[config.mk]
export PLATFORM = sky130hd
export DESIGN_NAME = mep_queue
export DESIGN_NICKNAME = d
export VERILOG_FILES = /design/src/sv/mep_pkg.sv /design/src/sv/mep_queue.sv
export SDC_FILE = /design/constraint.sdc
export NUM_CORES = 1
export LEC_CHECK = 0
export CAP_MARGIN = 30
export CORE_MARGIN = 4
export CORE_UTILIZATION = 40
export DETAILED_ROUTE_END_ITERATION = 10
export DONT_BUFFER_PORTS = 1
export HOLD_SLACK_MARGIN = 0.06
export SYNTH_ARGS = -nofsm -noshare
export SYNTH_HDL_FRONTEND = slang
export SYNTH_SLANG_ARGS = --single-unit
[constraint.sdc]
create_clock -name clk -period 7.7 [get_ports clk]
set_input_delay 1.54 -clock clk [delete_from_list [all_inputs] [get_ports clk]]
set_output_delay 1.54 -clock clk [all_outputs]
set_load 0.03 [all_outputs]
[src/sv/mep_pkg.sv]
// shared types and constants of the mandelbrot escape-time pixel core
`timescale 1ns / 1ps

package mep_pkg;

    // field widths
    localparam int COL_W      = 9;
    localparam int ROW_W      = 7;
    localparam int COLOR_W    = 3;
    localparam int IN_W       = 16;

    // coordinate formats: signed Q4.28 and unsigned steps
    localparam int Q_W        = 32;
    localparam int STEP_W     = 31;
    localparam int FRAC_W     = 28;
    localparam int PRE_W      = COL_W + STEP_W;
    localparam int PIM_W      = ROW_W + STEP_W;
    localparam int SUM_W      = PRE_W + 2;

    // iteration datapath
    localparam int Z_W        = 33;
    localparam int MAG_W      = 32;
    localparam int MUL_W      = 2 * MAG_W;
    localparam int SQ_W       = MUL_W - FRAC_W;
    localparam int ACC_W      = SQ_W + 2;
    localparam logic [SQ_W:0] ESC_LIMIT = (SQ_W + 1)'(64'd1 << (FRAC_W + 2));

    // configuration port
    localparam int CFG_IDX_W  = 2;
    localparam int CFG_DATA_W = 32;

    typedef enum logic [CFG_IDX_W-1:0] {
        CFG_RE_MIN  = 2'd0,
        CFG_RE_STEP = 2'd1,
        CFG_IM_MAX  = 2'd2,
        CFG_IM_STEP = 2'd3
    } cfg_reg_t;

    localparam logic [Q_W-1:0]    RE_MIN_RST  = 32'hD800_0000;
    localparam logic [STEP_W-1:0] RE_STEP_RST = 31'd4194304;
    localparam logic [Q_W-1:0]    IM_MAX_RST  = 32'd348966093;
    localparam logic [STEP_W-1:0] IM_STEP_RST = 31'd11078306;

    // job queue between front and back
    localparam int QUEUE_DEPTH = 2;
    localparam int QPTR_W      = 1;
    localparam int QCNT_W      = 2;

    typedef struct packed {
        logic [COL_W-1:0]     col;
        logic [ROW_W-1:0]     row;
        logic signed [Q_W-1:0] cr;
        logic signed [Q_W-1:0] ci;
    } job_t;

    typedef enum logic [COLOR_W-1:0] {
        COLOR_FAST   = 3'd0,
        COLOR_INSIDE = 3'd1,
        COLOR_BAND2  = 3'd2,
        COLOR_BAND3  = 3'd3,
        COLOR_BAND4  = 3'd4,
        COLOR_BAND5  = 3'd5
    } color_t;

    typedef enum logic [1:0] {
        BK_IDLE,
        BK_MUL,
        BK_STEP,
        BK_HOLD
    } bk_state_t;

endpackage

[src/sv/mep_queue.sv]
// two-entry job queue between front end and iteration engine
`timescale 1ns / 1ps

module mep_queue (
    input  logic          clk,
    input  logic          rst_n,
    input  logic          push,
    input  mep_pkg::job_t push_job,
    input  logic          pop,
    output mep_pkg::job_t pop_job,
    output logic          full,
    output logic          empty
);

    mep_pkg::job_t                 slot_reg [mep_pkg::QUEUE_DEPTH];
    logic [mep_pkg::QPTR_W-1:0]    wr_ptr_reg, wr_ptr_next;
    logic [mep_pkg::QPTR_W-1:0]    rd_ptr_reg, rd_ptr_next;
    logic [mep_pkg::QCNT_W-1:0]    count_reg, count_next;

    always_comb
    begin
        full    = (count_reg == mep_pkg::QCNT_W'(mep_pkg::QUEUE_DEPTH));
        empty   = (count_reg == '0);
        pop_job = slot_reg[rd_ptr_reg];

        wr_ptr_next = push ? wr_ptr_reg + 1'b1 : wr_ptr_reg;
        rd_ptr_next = pop ? rd_ptr_reg + 1'b1 : rd_ptr_reg;
        count_next  = count_reg;
        if (push && !pop)
            count_next = count_reg + 1'b1;
        else if (pop && !push)
            count_next = count_reg - 1'b1;
    end

    always_ff @(posedge clk or negedge rst_n)
    begin
        if (!rst_n)
        begin
            wr_ptr_reg <= '0;
            rd_ptr_reg <= '0;
            count_reg  <= '0;
        end
        else
        begin
            wr_ptr_reg <= wr_ptr_next;
            rd_ptr_reg <= rd_ptr_next;
            count_reg  <= count_next;
        end
    end

    always_ff @(posedge clk)
    begin
        if (push)
            slot_reg[wr_ptr_reg] <= push_job;
    end

endmodule

## Yosys cells after proc, flatten, opt, wreduce, memory -nomap -nowiden

Memories as Yosys holds them, arrays and structs flattened.
Index checks and enable logic that the tools add are counted.

- Register bits: 4
- RAM bits: 160
- Input port bits: 84
- Output and inout port bits: 82
- Logic and storage cells: 19
- Memories: 1

Memory list:

| name | words | width | read ports | clocked after memory_dff | write ports | RTL line | source |
|---|---|---|---|---|---|---|---|
| slot_reg | 2 | 80 | 1 | 0 | 1 | mep_queue.sv:15 | `mep_pkg::job_t slot_reg [mep_pkg::QUEUE_DEPTH];` |

- Add/subtract/negate cells: 4
- Eq/ne operators: 1
- Multiplexer cells: 4
- Reductions and logical operators: 6

Operator list:

| cell | count |
|---|---|
| 2-bit 2-to-1 mux | 2 |
| 1-bit adder (second input constant) | 2 |
| 2-bit by 1-bit adder with 2-bit output (second input constant) | 1 |
| 2-bit == test (second input constant) | 1 |
| 1-bit logical AND | 2 |
| 1-bit zero test | 2 |
| 2-bit zero test | 1 |
| 1-bit 2-to-1 mux | 2 |
| 2-bit nonzero test | 1 |
| 2-bit by 1-bit subtractor with 2-bit output (second input constant) | 1 |

## Logic depth before layout (Yosys ltp)

- Depth after elaboration: 4
- Depth in mapped cells: 5
- Gate-level depth less buffers: 5

## Worst setup path after synthesis

OpenSTA, ideal clock, no wires.

- Path type: input to register
- Start: input push
- End: memory slot_reg[0][0] (netlist name), enable pin
- Library setup time: 0.528 ns
- Arrival: 5.038 ns
- Required time: 7.172 ns
- Slack: 2.134 ns
- Cell stages on the path: 1
- Buffers on the path: 0
- Path through: nor2b_1

- Word-level cells in the longest chain between the ends: 2

RTL lines:

| what | RTL line | source |
|---|---|---|
| start: declaration | mep_queue.sv:7 | `input logic push,` |
| 1-bit 2-to-1 mux | mep_queue.sv:53 | `if (push)` |
| 1-bit 2-to-1 mux (not written as such) | mep_queue.sv:54 | `slot_reg[wr_ptr_reg] <= push_job;` |
| end: declaration | mep_queue.sv:15 |  |

No other way between the ends.

==> summary.txt <==
Status -> finished clean
Hold Startpoint -> count_reg[1]
WP data arrival -> 2.62 ns
Initial antenna violation count -> 1
R2r startpoint -> wr_ptr_reg
Async SR Flop Fraction -> 2.44%
# DRC -> 0
Top cells by area, synth -> edfxtp_1, mux2_4, buf_12
Starting Density -> 41.4%
Sequential Area -> 4910 µm²
Leak -> 2.56 nW
Die H -> 134 µm
CP required -> 6.16 ns
RePlAce Congestion -> 0.661
Yosys cell types -> 13
Max reg flops -> 160
Chip Width -> 134 µm
Worst-case clock skew -> 0.00460 ns
Top_reg_cell synth -> edfxtp_1
WL/cell -> 19.7 µm
PwrDens -> 435 nW/µm²
Sequential-to-total area share from yosys stat -> 77.1%
Setup crit end kind -> output pin
Row Count -> 45
Clock tree buffer depth -> 2
CP Class -> flop to output pin
Final setup viols -> 0
Delay-heaviest family, CP -> flip-flops
Final Routed Wirelength -> 9.91 mm
Detailed-router iteration count before antenna repair -> 4
Avg Cell Area, Syn -> 24.0 µm²
CP cell instances -> buf_4 > mux2_2
Tcrit/Tclk final -> 54.0%
CTS tree -> built
Root Buffer -> clkbuf_16
Max_cap viols -> 0
Peak VDD IR -> 0.202 mV
Pre-CTS WS -> 3.92 ns
CTS Sinks -> 164
Final critical-path required period -> 4.16 ns
Post-route ant nets -> 0
Layout cells sized above 1 -> 39.9%
RSZ-0062 raised after global routing -> false
Post-Synthesis Cells -> 265
# IOs -> 166
TritonCTS Buffers -> 17
Buffers plus inverters on the worst setup path -> 1
Most common cell in the netlist -> edfxtp_1
Number of synthesized register bits -> 164
Dpl hpwl -> 6.43 mm
Core Footprint -> 15400 µm²
First-pass GRT wire length -> 14.6 mm
Setup crit start -> rd_ptr_reg
Rel. slew slack -> 41.4%
R2R Setup Slk -> 5.45 ns
Hold_ws -> 0.490 ns
Drt first-iter violations -> 139
TNS Setup -> 0 ns
Net count, final -> 363
Vias in the first global route -> 2523
Antenna Cells -> 0
Post-synth top area cell -> edfxtp_1
Syn Nets -> 350
Vias -> 2355
Commonest cells post-synth -> edfxtp_1, mux2_4, buf_12
Vias/cell -> 4.69
IO buf count -> 0
Hold crit path type -> flop to flop
Post-CTS Setup Inserts -> 0
Post-synth EDFFs -> 160
CTS Hold Bufs -> 0
Synth warn -> 0
Fmax -> 0.240 GHz
Multi-input logic area -> 1290 µm²
Mapped cell area -> 6360 µm²
CP Max Fanout -> 44
Filler Cells Inserted -> 1283
Final worst slack -> 3.54 ns
H-tree depth -> 4
Max stage delay on crit path -> 0.91 ns
Clk_lat worst skew -> 0.41 ns
Top-area cell type share of the netlist area -> 75.5%
Gr ovfl total -> 0
Largest net degree at the start of global routing -> 52
CTS clk-pin slew, worst paths -> 0.06 ns
All-layer global routing usage -> 11.1%
Area added between synthesis and finish -> 11.3%
Worst slew pin tran -> 0.877 ns
Fin. Hold Viols -> 0
CP max stage cell -> dfrtp_4
Max-slew violation count -> 0
DIE AREA -> 18000 µm²
Post-cts repair resize count -> 0
Critical Path Start Type -> flop
## kinds of logic (layout without fill, tap and decap cells)
family / count (synthesis) / count (layout) / share of synthesized area [%]
and+or+nand+nor: 5 / 5 / 0.413
xor gates and xnor gates: 5 / 5 / 0.689
buffers and inverters: 10 / 36 / 2.75
muxes: 80 / 80 / 18.8
DFF: 164 / 164 / 77.1
adders and majority gates: 1 / 1 / 0.197
## cell usage in the layout (no fill, tap or decap), drive strengths merged
master and count:
inv 2, ha 1, and2 1, clkinvlp 1, dfrtp 4, mux2 80, xnor2 1, nor2 2
clkinv 9, nor2b 2, buf 3, clkbuf 18, edfxtp 160, bufinv 3, xor2 4
## layer usage
| layer | vias up | part of all wire [%] | global-route usage [%] |
|---|---|---|---|
| met5 | - | 0.17 | 0 |
| met4 | 2 | 1.4 | 5.26 |
| met3 | 10 | 12 | 6.68 |
| met2 | 99 | 50 | 17.4 |
| met1 | 1175 | 37 | 11.9 |
| li1 | 1069 | - | - |
## area by class of cell
cell class / instances / area share [%]
Multi-Input combinational cell: 91 / 18.2
Sequential cell: 164 / 69.3
Timing Repair Buffer: 3 / 0.318
Inverter: 1 / 0.0530
Clock inverter: 14 / 2.28
Clock buffer: 18 / 6.06
Tap cell: 211 / 3.73
## through the flow
stage | cells | total power [W] | utilization (%) | instance area (µm²)
finish | 502 | 0.00308 | 46.1 | 7080
detailed placement | 470 | 0.00229 | 42.2 | 6490
CTS | 502 | 0.00313 | 46.1 | 7080
global route | 502 | 0.00321 | 46.1 | 7080
floorplan | 265 | 0.00226 | - | 6360
global placement | 470 | 0.00228 | 42.2 | 6490
## where the power goes
part	switching, W	internal (W)
logic	0.000616	0.000344
registers	0.0000999	0.00119
clock network	0.000324	0.000508
total	0.00104	0.00204
## worst paths after layout
check | endpoint | cells past startpoint
setup reg to reg | slot_reg[0][66] | 2
hold reg to reg | count_reg[1] | 1
setup / recovery | pop_job[59] | 2
max in group asynchronous | rd_ptr_reg | 0
min in group asynchronous | count_reg[1] | 0
hold / removal | count_reg[1] | 1
Note: power is estimated with default switching activity, not from simulation.
