[config.mk]
export PLATFORM = sky130hd
export DESIGN_NAME = mep_front
export DESIGN_NICKNAME = d
export VERILOG_FILES = /design/src/sv/mep_pkg.sv /design/src/sv/mep_front.sv
export SDC_FILE = /design/constraint.sdc
export NUM_CORES = 2
export LEC_CHECK = 0
export ABC_AREA = 1
export BUFFER_PORTS_ARGS = -buffer_cell sky130_fd_sc_hd__clkbuf_2
export CAP_MARGIN = 15
export CORE_MARGIN = 2
export CORE_UTILIZATION = 35
export DETAILED_ROUTE_END_ITERATION = 10
export PLACE_DENSITY = 0.5
export SYNTH_ARGS = -nofsm -noshare
export SYNTH_HDL_FRONTEND = slang
export SYNTH_SLANG_ARGS = --single-unit
[constraint.sdc]
create_clock -name clk -period 5.3 [get_ports clk]
set_clock_uncertainty 0.1 [all_clocks]
set_input_delay 0.53 -clock clk [delete_from_list [all_inputs] [get_ports clk]]
set_output_delay 0.53 -clock clk [all_outputs]
set_load 0.02 [all_outputs]
[src/sv/mep_pkg.sv]
// shared types and constants of the mandelbrot escape-time pixel core
`timescale 1ns / 1ps

package mep_pkg;

    // field widths
    localparam int COL_W      = 9;
    localparam int ROW_W      = 7;
    localparam int COLOR_W    = 3;
    localparam int IN_W       = 16;

    // coordinate formats: signed Q4.28 and unsigned steps
    localparam int Q_W        = 32;
    localparam int STEP_W     = 31;
    localparam int FRAC_W     = 28;
    localparam int PRE_W      = COL_W + STEP_W;
    localparam int PIM_W      = ROW_W + STEP_W;
    localparam int SUM_W      = PRE_W + 2;

    // iteration datapath
    localparam int Z_W        = 33;
    localparam int MAG_W      = 32;
    localparam int MUL_W      = 2 * MAG_W;
    localparam int SQ_W       = MUL_W - FRAC_W;
    localparam int ACC_W      = SQ_W + 2;
    localparam logic [SQ_W:0] ESC_LIMIT = (SQ_W + 1)'(64'd1 << (FRAC_W + 2));

    // configuration port
    localparam int CFG_IDX_W  = 2;
    localparam int CFG_DATA_W = 32;

    typedef enum logic [CFG_IDX_W-1:0] {
        CFG_RE_MIN  = 2'd0,
        CFG_RE_STEP = 2'd1,
        CFG_IM_MAX  = 2'd2,
        CFG_IM_STEP = 2'd3
    } cfg_reg_t;

    localparam logic [Q_W-1:0]    RE_MIN_RST  = 32'hD800_0000;
    localparam logic [STEP_W-1:0] RE_STEP_RST = 31'd4194304;
    localparam logic [Q_W-1:0]    IM_MAX_RST  = 32'd348966093;
    localparam logic [STEP_W-1:0] IM_STEP_RST = 31'd11078306;

    // job queue between front and back
    localparam int QUEUE_DEPTH = 2;
    localparam int QPTR_W      = 1;
    localparam int QCNT_W      = 2;

    typedef struct packed {
        logic [COL_W-1:0]     col;
        logic [ROW_W-1:0]     row;
        logic signed [Q_W-1:0] cr;
        logic signed [Q_W-1:0] ci;
    } job_t;

    typedef enum logic [COLOR_W-1:0] {
        COLOR_FAST   = 3'd0,
        COLOR_INSIDE = 3'd1,
        COLOR_BAND2  = 3'd2,
        COLOR_BAND3  = 3'd3,
        COLOR_BAND4  = 3'd4,
        COLOR_BAND5  = 3'd5
    } color_t;

    typedef enum logic [1:0] {
        BK_IDLE,
        BK_MUL,
        BK_STEP,
        BK_HOLD
    } bk_state_t;

endpackage

[src/sv/mep_front.sv]
// front end: window registers, pixel to c mapping, hand-off into the job queue
`timescale 1ns / 1ps

module mep_front #(
    parameter int MAX_COLUMNS = 512,
    parameter int MAX_ROWS    = 128
) (
    input  logic                           clk,
    input  logic                           rst_n,
    input  logic                           cfg_we,
    input  logic [mep_pkg::CFG_IDX_W-1:0]  cfg_index,
    input  logic [mep_pkg::CFG_DATA_W-1:0] cfg_data,
    input  logic                           in_valid,
    output logic                           in_ready,
    input  logic [mep_pkg::COL_W-1:0]      pixel_col,
    input  logic [mep_pkg::ROW_W-1:0]      pixel_row,
    output logic                           push,
    input  logic                           q_full,
    output mep_pkg::job_t                  job
);

    localparam int COL_MAXV = (1 << mep_pkg::COL_W) - 1;
    localparam int ROW_MAXV = (1 << mep_pkg::ROW_W) - 1;
    localparam int COL_CAP  = (MAX_COLUMNS - 1 < COL_MAXV) ? MAX_COLUMNS - 1 : COL_MAXV;
    localparam int ROW_CAP  = (MAX_ROWS - 1 < ROW_MAXV) ? MAX_ROWS - 1 : ROW_MAXV;
    localparam logic [mep_pkg::COL_W-1:0] COL_LAST = mep_pkg::COL_W'(COL_CAP);
    localparam logic [mep_pkg::ROW_W-1:0] ROW_LAST = mep_pkg::ROW_W'(ROW_CAP);
    localparam int SAT_HI = mep_pkg::SUM_W - mep_pkg::Q_W;

    logic [mep_pkg::Q_W-1:0]    re_min_reg;
    logic [mep_pkg::STEP_W-1:0] re_step_reg;
    logic [mep_pkg::Q_W-1:0]    im_max_reg;
    logic [mep_pkg::STEP_W-1:0] im_step_reg;

    logic                       v1_reg, v1_next;
    logic [mep_pkg::COL_W-1:0]  col_reg;
    logic [mep_pkg::ROW_W-1:0]  row_reg;
    logic [mep_pkg::PRE_W-1:0]  prod_re_reg, prod_re_next;
    logic [mep_pkg::PIM_W-1:0]  prod_im_reg, prod_im_next;
    logic [mep_pkg::COL_W-1:0]  col_map;
    logic [mep_pkg::ROW_W-1:0]  row_map;
    logic [mep_pkg::SUM_W-1:0]  sum_re;
    logic [mep_pkg::SUM_W-1:0]  sum_im;
    logic                       take;

    function automatic logic [mep_pkg::Q_W-1:0] sat_q(input logic [mep_pkg::SUM_W-1:0] v);
        logic [SAT_HI:0] top;
        top = v[mep_pkg::SUM_W-1:mep_pkg::Q_W-1];
        if ((&top) || !(|top))
            sat_q = v[mep_pkg::Q_W-1:0];
        else if (v[mep_pkg::SUM_W-1])
            sat_q = {1'b1, {(mep_pkg::Q_W-1){1'b0}}};
        else
            sat_q = {1'b0, {(mep_pkg::Q_W-1){1'b1}}};
    endfunction

    // window registers
    always_ff @(posedge clk or negedge rst_n)
    begin
        if (!rst_n)
        begin
            re_min_reg  <= mep_pkg::RE_MIN_RST;
            re_step_reg <= mep_pkg::RE_STEP_RST;
            im_max_reg  <= mep_pkg::IM_MAX_RST;
            im_step_reg <= mep_pkg::IM_STEP_RST;
        end
        else if (cfg_we)
        begin
            case (mep_pkg::cfg_reg_t'(cfg_index))
                mep_pkg::CFG_RE_MIN:  re_min_reg  <= cfg_data;
                mep_pkg::CFG_RE_STEP: re_step_reg <= cfg_data[mep_pkg::STEP_W-1:0];
                mep_pkg::CFG_IM_MAX:  im_max_reg  <= cfg_data;
                mep_pkg::CFG_IM_STEP: im_step_reg <= cfg_data[mep_pkg::STEP_W-1:0];
                default: ;
            endcase
        end
    end

    always_comb
    begin
        push     = v1_reg && !q_full;
        in_ready = !v1_reg || push;
        take     = in_valid && in_ready;

        col_map = (pixel_col > COL_LAST) ? COL_LAST : pixel_col;
        row_map = (pixel_row > ROW_LAST) ? ROW_LAST : pixel_row;
        prod_re_next = mep_pkg::PRE_W'(col_map) * mep_pkg::PRE_W'(re_step_reg);
        prod_im_next = mep_pkg::PIM_W'(row_map) * mep_pkg::PIM_W'(im_step_reg);

        if (take)
            v1_next = 1'b1;
        else if (push)
            v1_next = 1'b0;
        else
            v1_next = v1_reg;

        // c = start plus (re) or minus (im) offset, wide sum then clamp into Q4.28
        sum_re = {{SAT_HI{re_min_reg[mep_pkg::Q_W-1]}}, re_min_reg}
               + {{(mep_pkg::SUM_W-mep_pkg::PRE_W){1'b0}}, prod_re_reg};
        sum_im = {{SAT_HI{im_max_reg[mep_pkg::Q_W-1]}}, im_max_reg}
               - {{(mep_pkg::SUM_W-mep_pkg::PIM_W){1'b0}}, prod_im_reg};

        job.col = col_reg;
        job.row = row_reg;
        job.cr  = sat_q(sum_re);
        job.ci  = sat_q(sum_im);
    end

    always_ff @(posedge clk or negedge rst_n)
    begin
        if (!rst_n)
            v1_reg <= 1'b0;
        else
            v1_reg <= v1_next;
    end

    always_ff @(posedge clk)
    begin
        if (take)
        begin
            col_reg     <= pixel_col;
            row_reg     <= pixel_row;
            prod_re_reg <= prod_re_next;
            prod_im_reg <= prod_im_next;
        end
    end

endmodule

* Yosys cells after proc, flatten, opt, wreduce, memory -nomap -nowiden *
Cells that the tools add are included.

operators by class
  magnitude comparators = 2
  muxes and demuxes = 8
  $add $sub $neg = 2
  multipliers = 2
  reduce and logical (&&, ||, !) cells = 19
  eq/ne operators = 3

operators by type and width
  operator                                               number
  two-way mux 32 bit                                     4
  adder 32 x 41 -> 42 bit                                1
  multiplier 9 x 31 -> 40 bit                            1
  subtractor 32 x 39 -> 40 bit                           1
  multiplier 7 x 31 -> 38 bit                            1
  AND reduction 11 bit                                   2
  OR reduction 11 bit                                    2
  greater-than comparator 9 bit (second input constant)  1
  two-way mux 9 bit                                      1
  AND reduction 2 bit                                    4
  greater-than comparator 7 bit (second input constant)  1
  two-way mux 7 bit                                      1
  equality test 2 bit (second input constant)            2
  zero test 1 bit                                        4
  logical OR 1 bit                                       3
  equality test 2 x 1 -> 1 bit (second input constant)   1
  logical AND 1 bit                                      2
  zero test 2 bit                                        1
  two-way mux 1 bit                                      2
  nonzero test 2 bit                                     1

word-level totals
  word-level logic and storage cells = 45
  register bits after elaboration = 221

* Longest topological paths before layout *
  depth after elaboration = 5
  gate-level depth with buffers = 27
  mapped depth without buffers = 26

* Least setup slack after synthesis *
OpenSTA, ideal clock, no wires.

  path type = in2reg
  start = in in_valid
  end = reg col_reg[0] (netlist bit) (enable)
  data arrival time = 5111 ps
  buffers on the path = 0
  path slack = -489 ps
  data required time = 4623 ps
  stages = 2
  cell sequence = inv_1 -> a21oi_1

between the ends
  word-level cells in the longest chain between the ends = 1

RTL lines
  item                  line              source
  start, declared       mep_front.sv:13   input logic in_valid,
  logical AND 1 bit     mep_front.sv:83   take = in_valid && in_ready;
  net take              mep_front.sv:44   logic take;
  end signal, assigned  mep_front.sv:121  col_reg <= pixel_col;
  end, declared         mep_front.sv:36   logic [mep_pkg::COL_W-1:0] col_reg;

The timed path passes the listed nets, and every way through them passes these cells.
A chain may end at the register's enable or synchronous reset.

* Final worst setup path *
  start = reg re_step_reg[16] (netlist bit)
  end = reg prod_re_reg[37] (netlist bit), data pin

between the ends
  word-level cells in the longest chain between the ends = 1

RTL lines
  item                         line              source
  start, declared              mep_front.sv:31   logic [mep_pkg::STEP_W-1:0] re_step_reg;
  start signal, assigned       mep_front.sv:63   re_step_reg <= mep_pkg::RE_STEP_RST;
  start signal, assigned       mep_front.sv:71   mep_pkg::CFG_RE_STEP: re_step_reg <= cfg_data[mep_pkg::STEP_W-1:0];
  multiplier 9 x 31 -> 40 bit  mep_front.sv:87   prod_re_next = mep_pkg::PRE_W'(col_map) * mep_pkg::PRE_W'(re_step_reg);
  net prod_re_next (one bit)   mep_front.sv:38   logic [mep_pkg::PRE_W-1:0] prod_re_reg, prod_re_next;
  end signal, assigned         mep_front.sv:123  prod_re_reg <= prod_re_next;
  end, declared                mep_front.sv:38

The timed path passes the listed nets, and every way through them passes these cells.

==> impl_metrics.csv <==
group,metric,value,unit
global_route,busiest_layer,"met1",
synth,yosys_warnings,0,
global_route,track_usage,0.211,
floorplanning,core,84000,µm²
pwr,p_clk_frac,0.085,
synth,synth_cell_types,42,
synth,netlist_area,29800,µm²
synth,yosysTopAreaCell,"fa_1",
routing,firstDrtPassIters,5,
pwr,seqPwrFrac,0.145,
synth,synthTopCellsByCount,"1338 x nand2_1, 886 x inv_1, 350 x fa_1",
routing,drtAntennaViolNets,0,
worst_setup_path,crit_type,"reg -> reg",
global_route,first_global_vias,24655,
finish,areaGrowthSynthToFinish,11.8,%
global_route,use_met1,0.330,
synth,ys_top_cells_by_area,"fa_1 24%, nand2_1 17%, inv_1 11%, edfxtp_1 9.5%, dfrtp_1 8.2%",
status,outcome,"completed",
worst_setup_path,reg2reg_setup_slack,0.32,ns
routing,drt_wl_total,91600,µm
clock_network,path_clk_slew,0.07,ns
floorplanning,rows,106,
pwr,ir_worst_vdd,0.475,mV
timing,rsz0062_at_grt,"false",
worst_setup_path,endpoint_kind,"flip-flop",
routing,drtIter0Drc,1767,
synth,synth-edff-count,94,
floorplanning,start_util,0.354,
global_route,grt_max_degree,95,
synth,synth_top_area_frac,0.235,
worst_setup_path,cp_slowest_stage_delay,0.58,ns
worst_setup_path,cp-start-kind,"flip-flop",
clock_network,cts_buffer_depth,3,
synth,ys_seq_elements,221,
synth,ys.flop_type,"dfrtp_1",
timing,max_freq,201,MHz
worst_setup_path,crit_fanout,10,
floorplanning,die_area,87400,µm²
timing,post-route-period-util,0.939,
clock_network,clock_latency,0.60,ns
global_route,use_met3,0.0212,
finish,largest_reg_flops,40,
pwr,total_power,0.0223,W
timing,period_needed,4.98,ns
floorplanning,io_pins,137,
finish,num-fill-cells,8907,
clock_network,cts_sinks,221,
global_route,antenna_found_initial,7,
pwr,cellInternalPower,0.0102,W
clock_network,root_buffer,"clkbuf_16",
routing,viasPerCell,4.70,
global_route,grt_pass1_wl,143000,µm
global_route,grt_use_met2,0.316,
timing,setup_violations,0,
placed_design,place_congestion,0.904,
timing,tightest_slew,0.915,ns
worst_setup_path,cp.required,5.54,ns
clock_network,numCtsBuffers,28,
worst_setup_path,crit_top_cell,"fa_1",
clock_network,cts_tree,"built",
timing,drv_slew,0,
global_route,overflow,0,
clock_network,cts_setup_buffers,0,
finish,layout-drive-gt1-share,0.0868,
worst_setup_path,cp_cell_sequence,"nand2_1 > fa_1 > fa_1 > inv_1 > fa_1 > inv_1 > fa_1 > inv_1 > ha_1 > a21oi_1 > o21ai_0 > nand2_1 > nand2_1 > o21ai_0 > o2111ai_1 > xor2_1",
routing,via_count,25337,
worst_setup_path,slowest_stage,"dfrtp_1",
pwr,swShare,0.540,
placed_design,dp.cells,5329,
routing,drc,0,
placed_design,post-dp-hpwl,74900,µm
synth,seq_area_frac_synth,0.203,
pwr,power_leakage,18.7,nW
pwr,powerDensity,669,nW/µm²
routing,wl_per_cell,17.0,µm
synth,postSynthCellCount,4089,
finish,nets,4829,
placed_design,io_buffers,136,
flow_run,maxCapViolations,0,
worst_setup_path,arrival,5.22,ns
timing,slew-limit-headroom,0.390,
synth,synth_most_common_cell,"nand2_1",
timing,hold_violations,0,
synth,synthArstFlopShare,0.575,
floorplanning,dieWidth,296,µm
floorplanning,die_h,296,µm
pwr,power_switching,0.0120,W
synth,synthesis.area_per_instance,7.28,µm²
finish,final_cells,5392,
synth,syn_nets,4690,
min_path,hold_path.class,"in -> reg",
clock_network,htreeDepth,1,
pwr,combinationalPowerShare,0.769,
## kinds of logic (layout without fill, tap and decap cells)
logic type / Yosys count / count (layout) / synth area share
simple gates: 1715 / 1715 / 0.227
buf+inv: 1033 / 1194 / 0.134
fa+ha+maj: 546 / 546 / 0.318
compound gates: 447 / 447 / 0.0810
flops: 221 / 221 / 0.203
xor+xnor: 127 / 127 / 0.0374
other cells: 0 / 8 / 0
## cell type report
class | instances | area (µm²) | area share
inverter | 887 | 3330 | 0.100
timing repair buffer | 255 | 1780 | 0.0536
multi-input combinational | 2835 | 19800 | 0.595
antenna | 8 | 20.0 | 0.000602
sequential | 221 | 6040 | 0.181
clock buffer | 32 | 737 | 0.0221
tap | 1134 | 1420 | 0.0426
clock inverter | 20 | 163 | 0.00489
## layout by cell type, fill, tap and decap left out, drive strengths merged, types with 87 or more instances in the layout
| cell | instances |
|---|---|
| nor2 | 216 |
| ha | 196 |
| nand3 | 99 |
| a21oi | 172 |
| dfrtp | 98 |
| edfxtp | 94 |
| o21ai | 199 |
| xor2 | 87 |
| clkbuf | 167 |
| fa | 350 |
| buf | 119 |
| nand2 | 1353 |
| inv | 894 |
## critical path: cells and delay by family (launching register included)
family	cells	cell delay, ns
fa+ha+maj	5	2.39
compound gates	4	1.01
flops	1	0.58
simple gates	3	0.31
xor+xnor	1	0.17
buf+inv	3	0.16
## what timing repair did
item	in CTS	in global routing
setup endpoints to repair	0	8
hold buffers	1	0
gates resized for setup	0	3
endpoints found under the hold margin	37	0
## layer usage
layer | vias to the layer above | wire, µm
li1 | 12590 | -
met1 | 12071 | 46800
met2 | 604 | 38400
met3 | 72 | 4990
met4 | 0 | 1380
met5 | - | 0
## final timing paths
check | startpoint | endpoint | cells past startpoint
worst max-delay path | re_step_reg[16] | prod_re_reg[37] | 16
worst min-delay path | in_valid | v1_reg | 3
worst max register to register | re_step_reg[16] | prod_re_reg[37] | 16
worst min register to register | im_max_reg[2] | im_max_reg[2] | 2
max in group asynchronous | rst_n | re_min_reg[31] | 3
min in group asynchronous | rst_n | re_step_reg[27] | 2
## through the flow
stage	area (µm²)	setup slack, ns	setup TNS [ns]	utilization	hold WS, ns
final	33300	0.322	0	0.396	0.0773
after global routing	33300	0.0144	0	0.396	0.0722
after CTS	33200	0.190	0	0.395	0.0502
after detailed placement	32300	-0.0699	-0.0699	0.385	0.380
after global placement	32300	-0.0645	-0.0645	0.385	0.375
after floorplan	29800	0.413	0	-	0.134
## power groups by stage
stage	Clock [W]	Combinational [W]	Sequential [W]
after detailed placement	0	0.0170	0.00326
after global routing	0.00202	0.0194	0.00328
after floorplan	0	0.0116	0.00295
after CTS	0.00195	0.0171	0.00324
final	0.00190	0.0171	0.00324
after global placement	0	0.0170	0.00326
No activity file was read; power rests on OpenSTA's default activity.
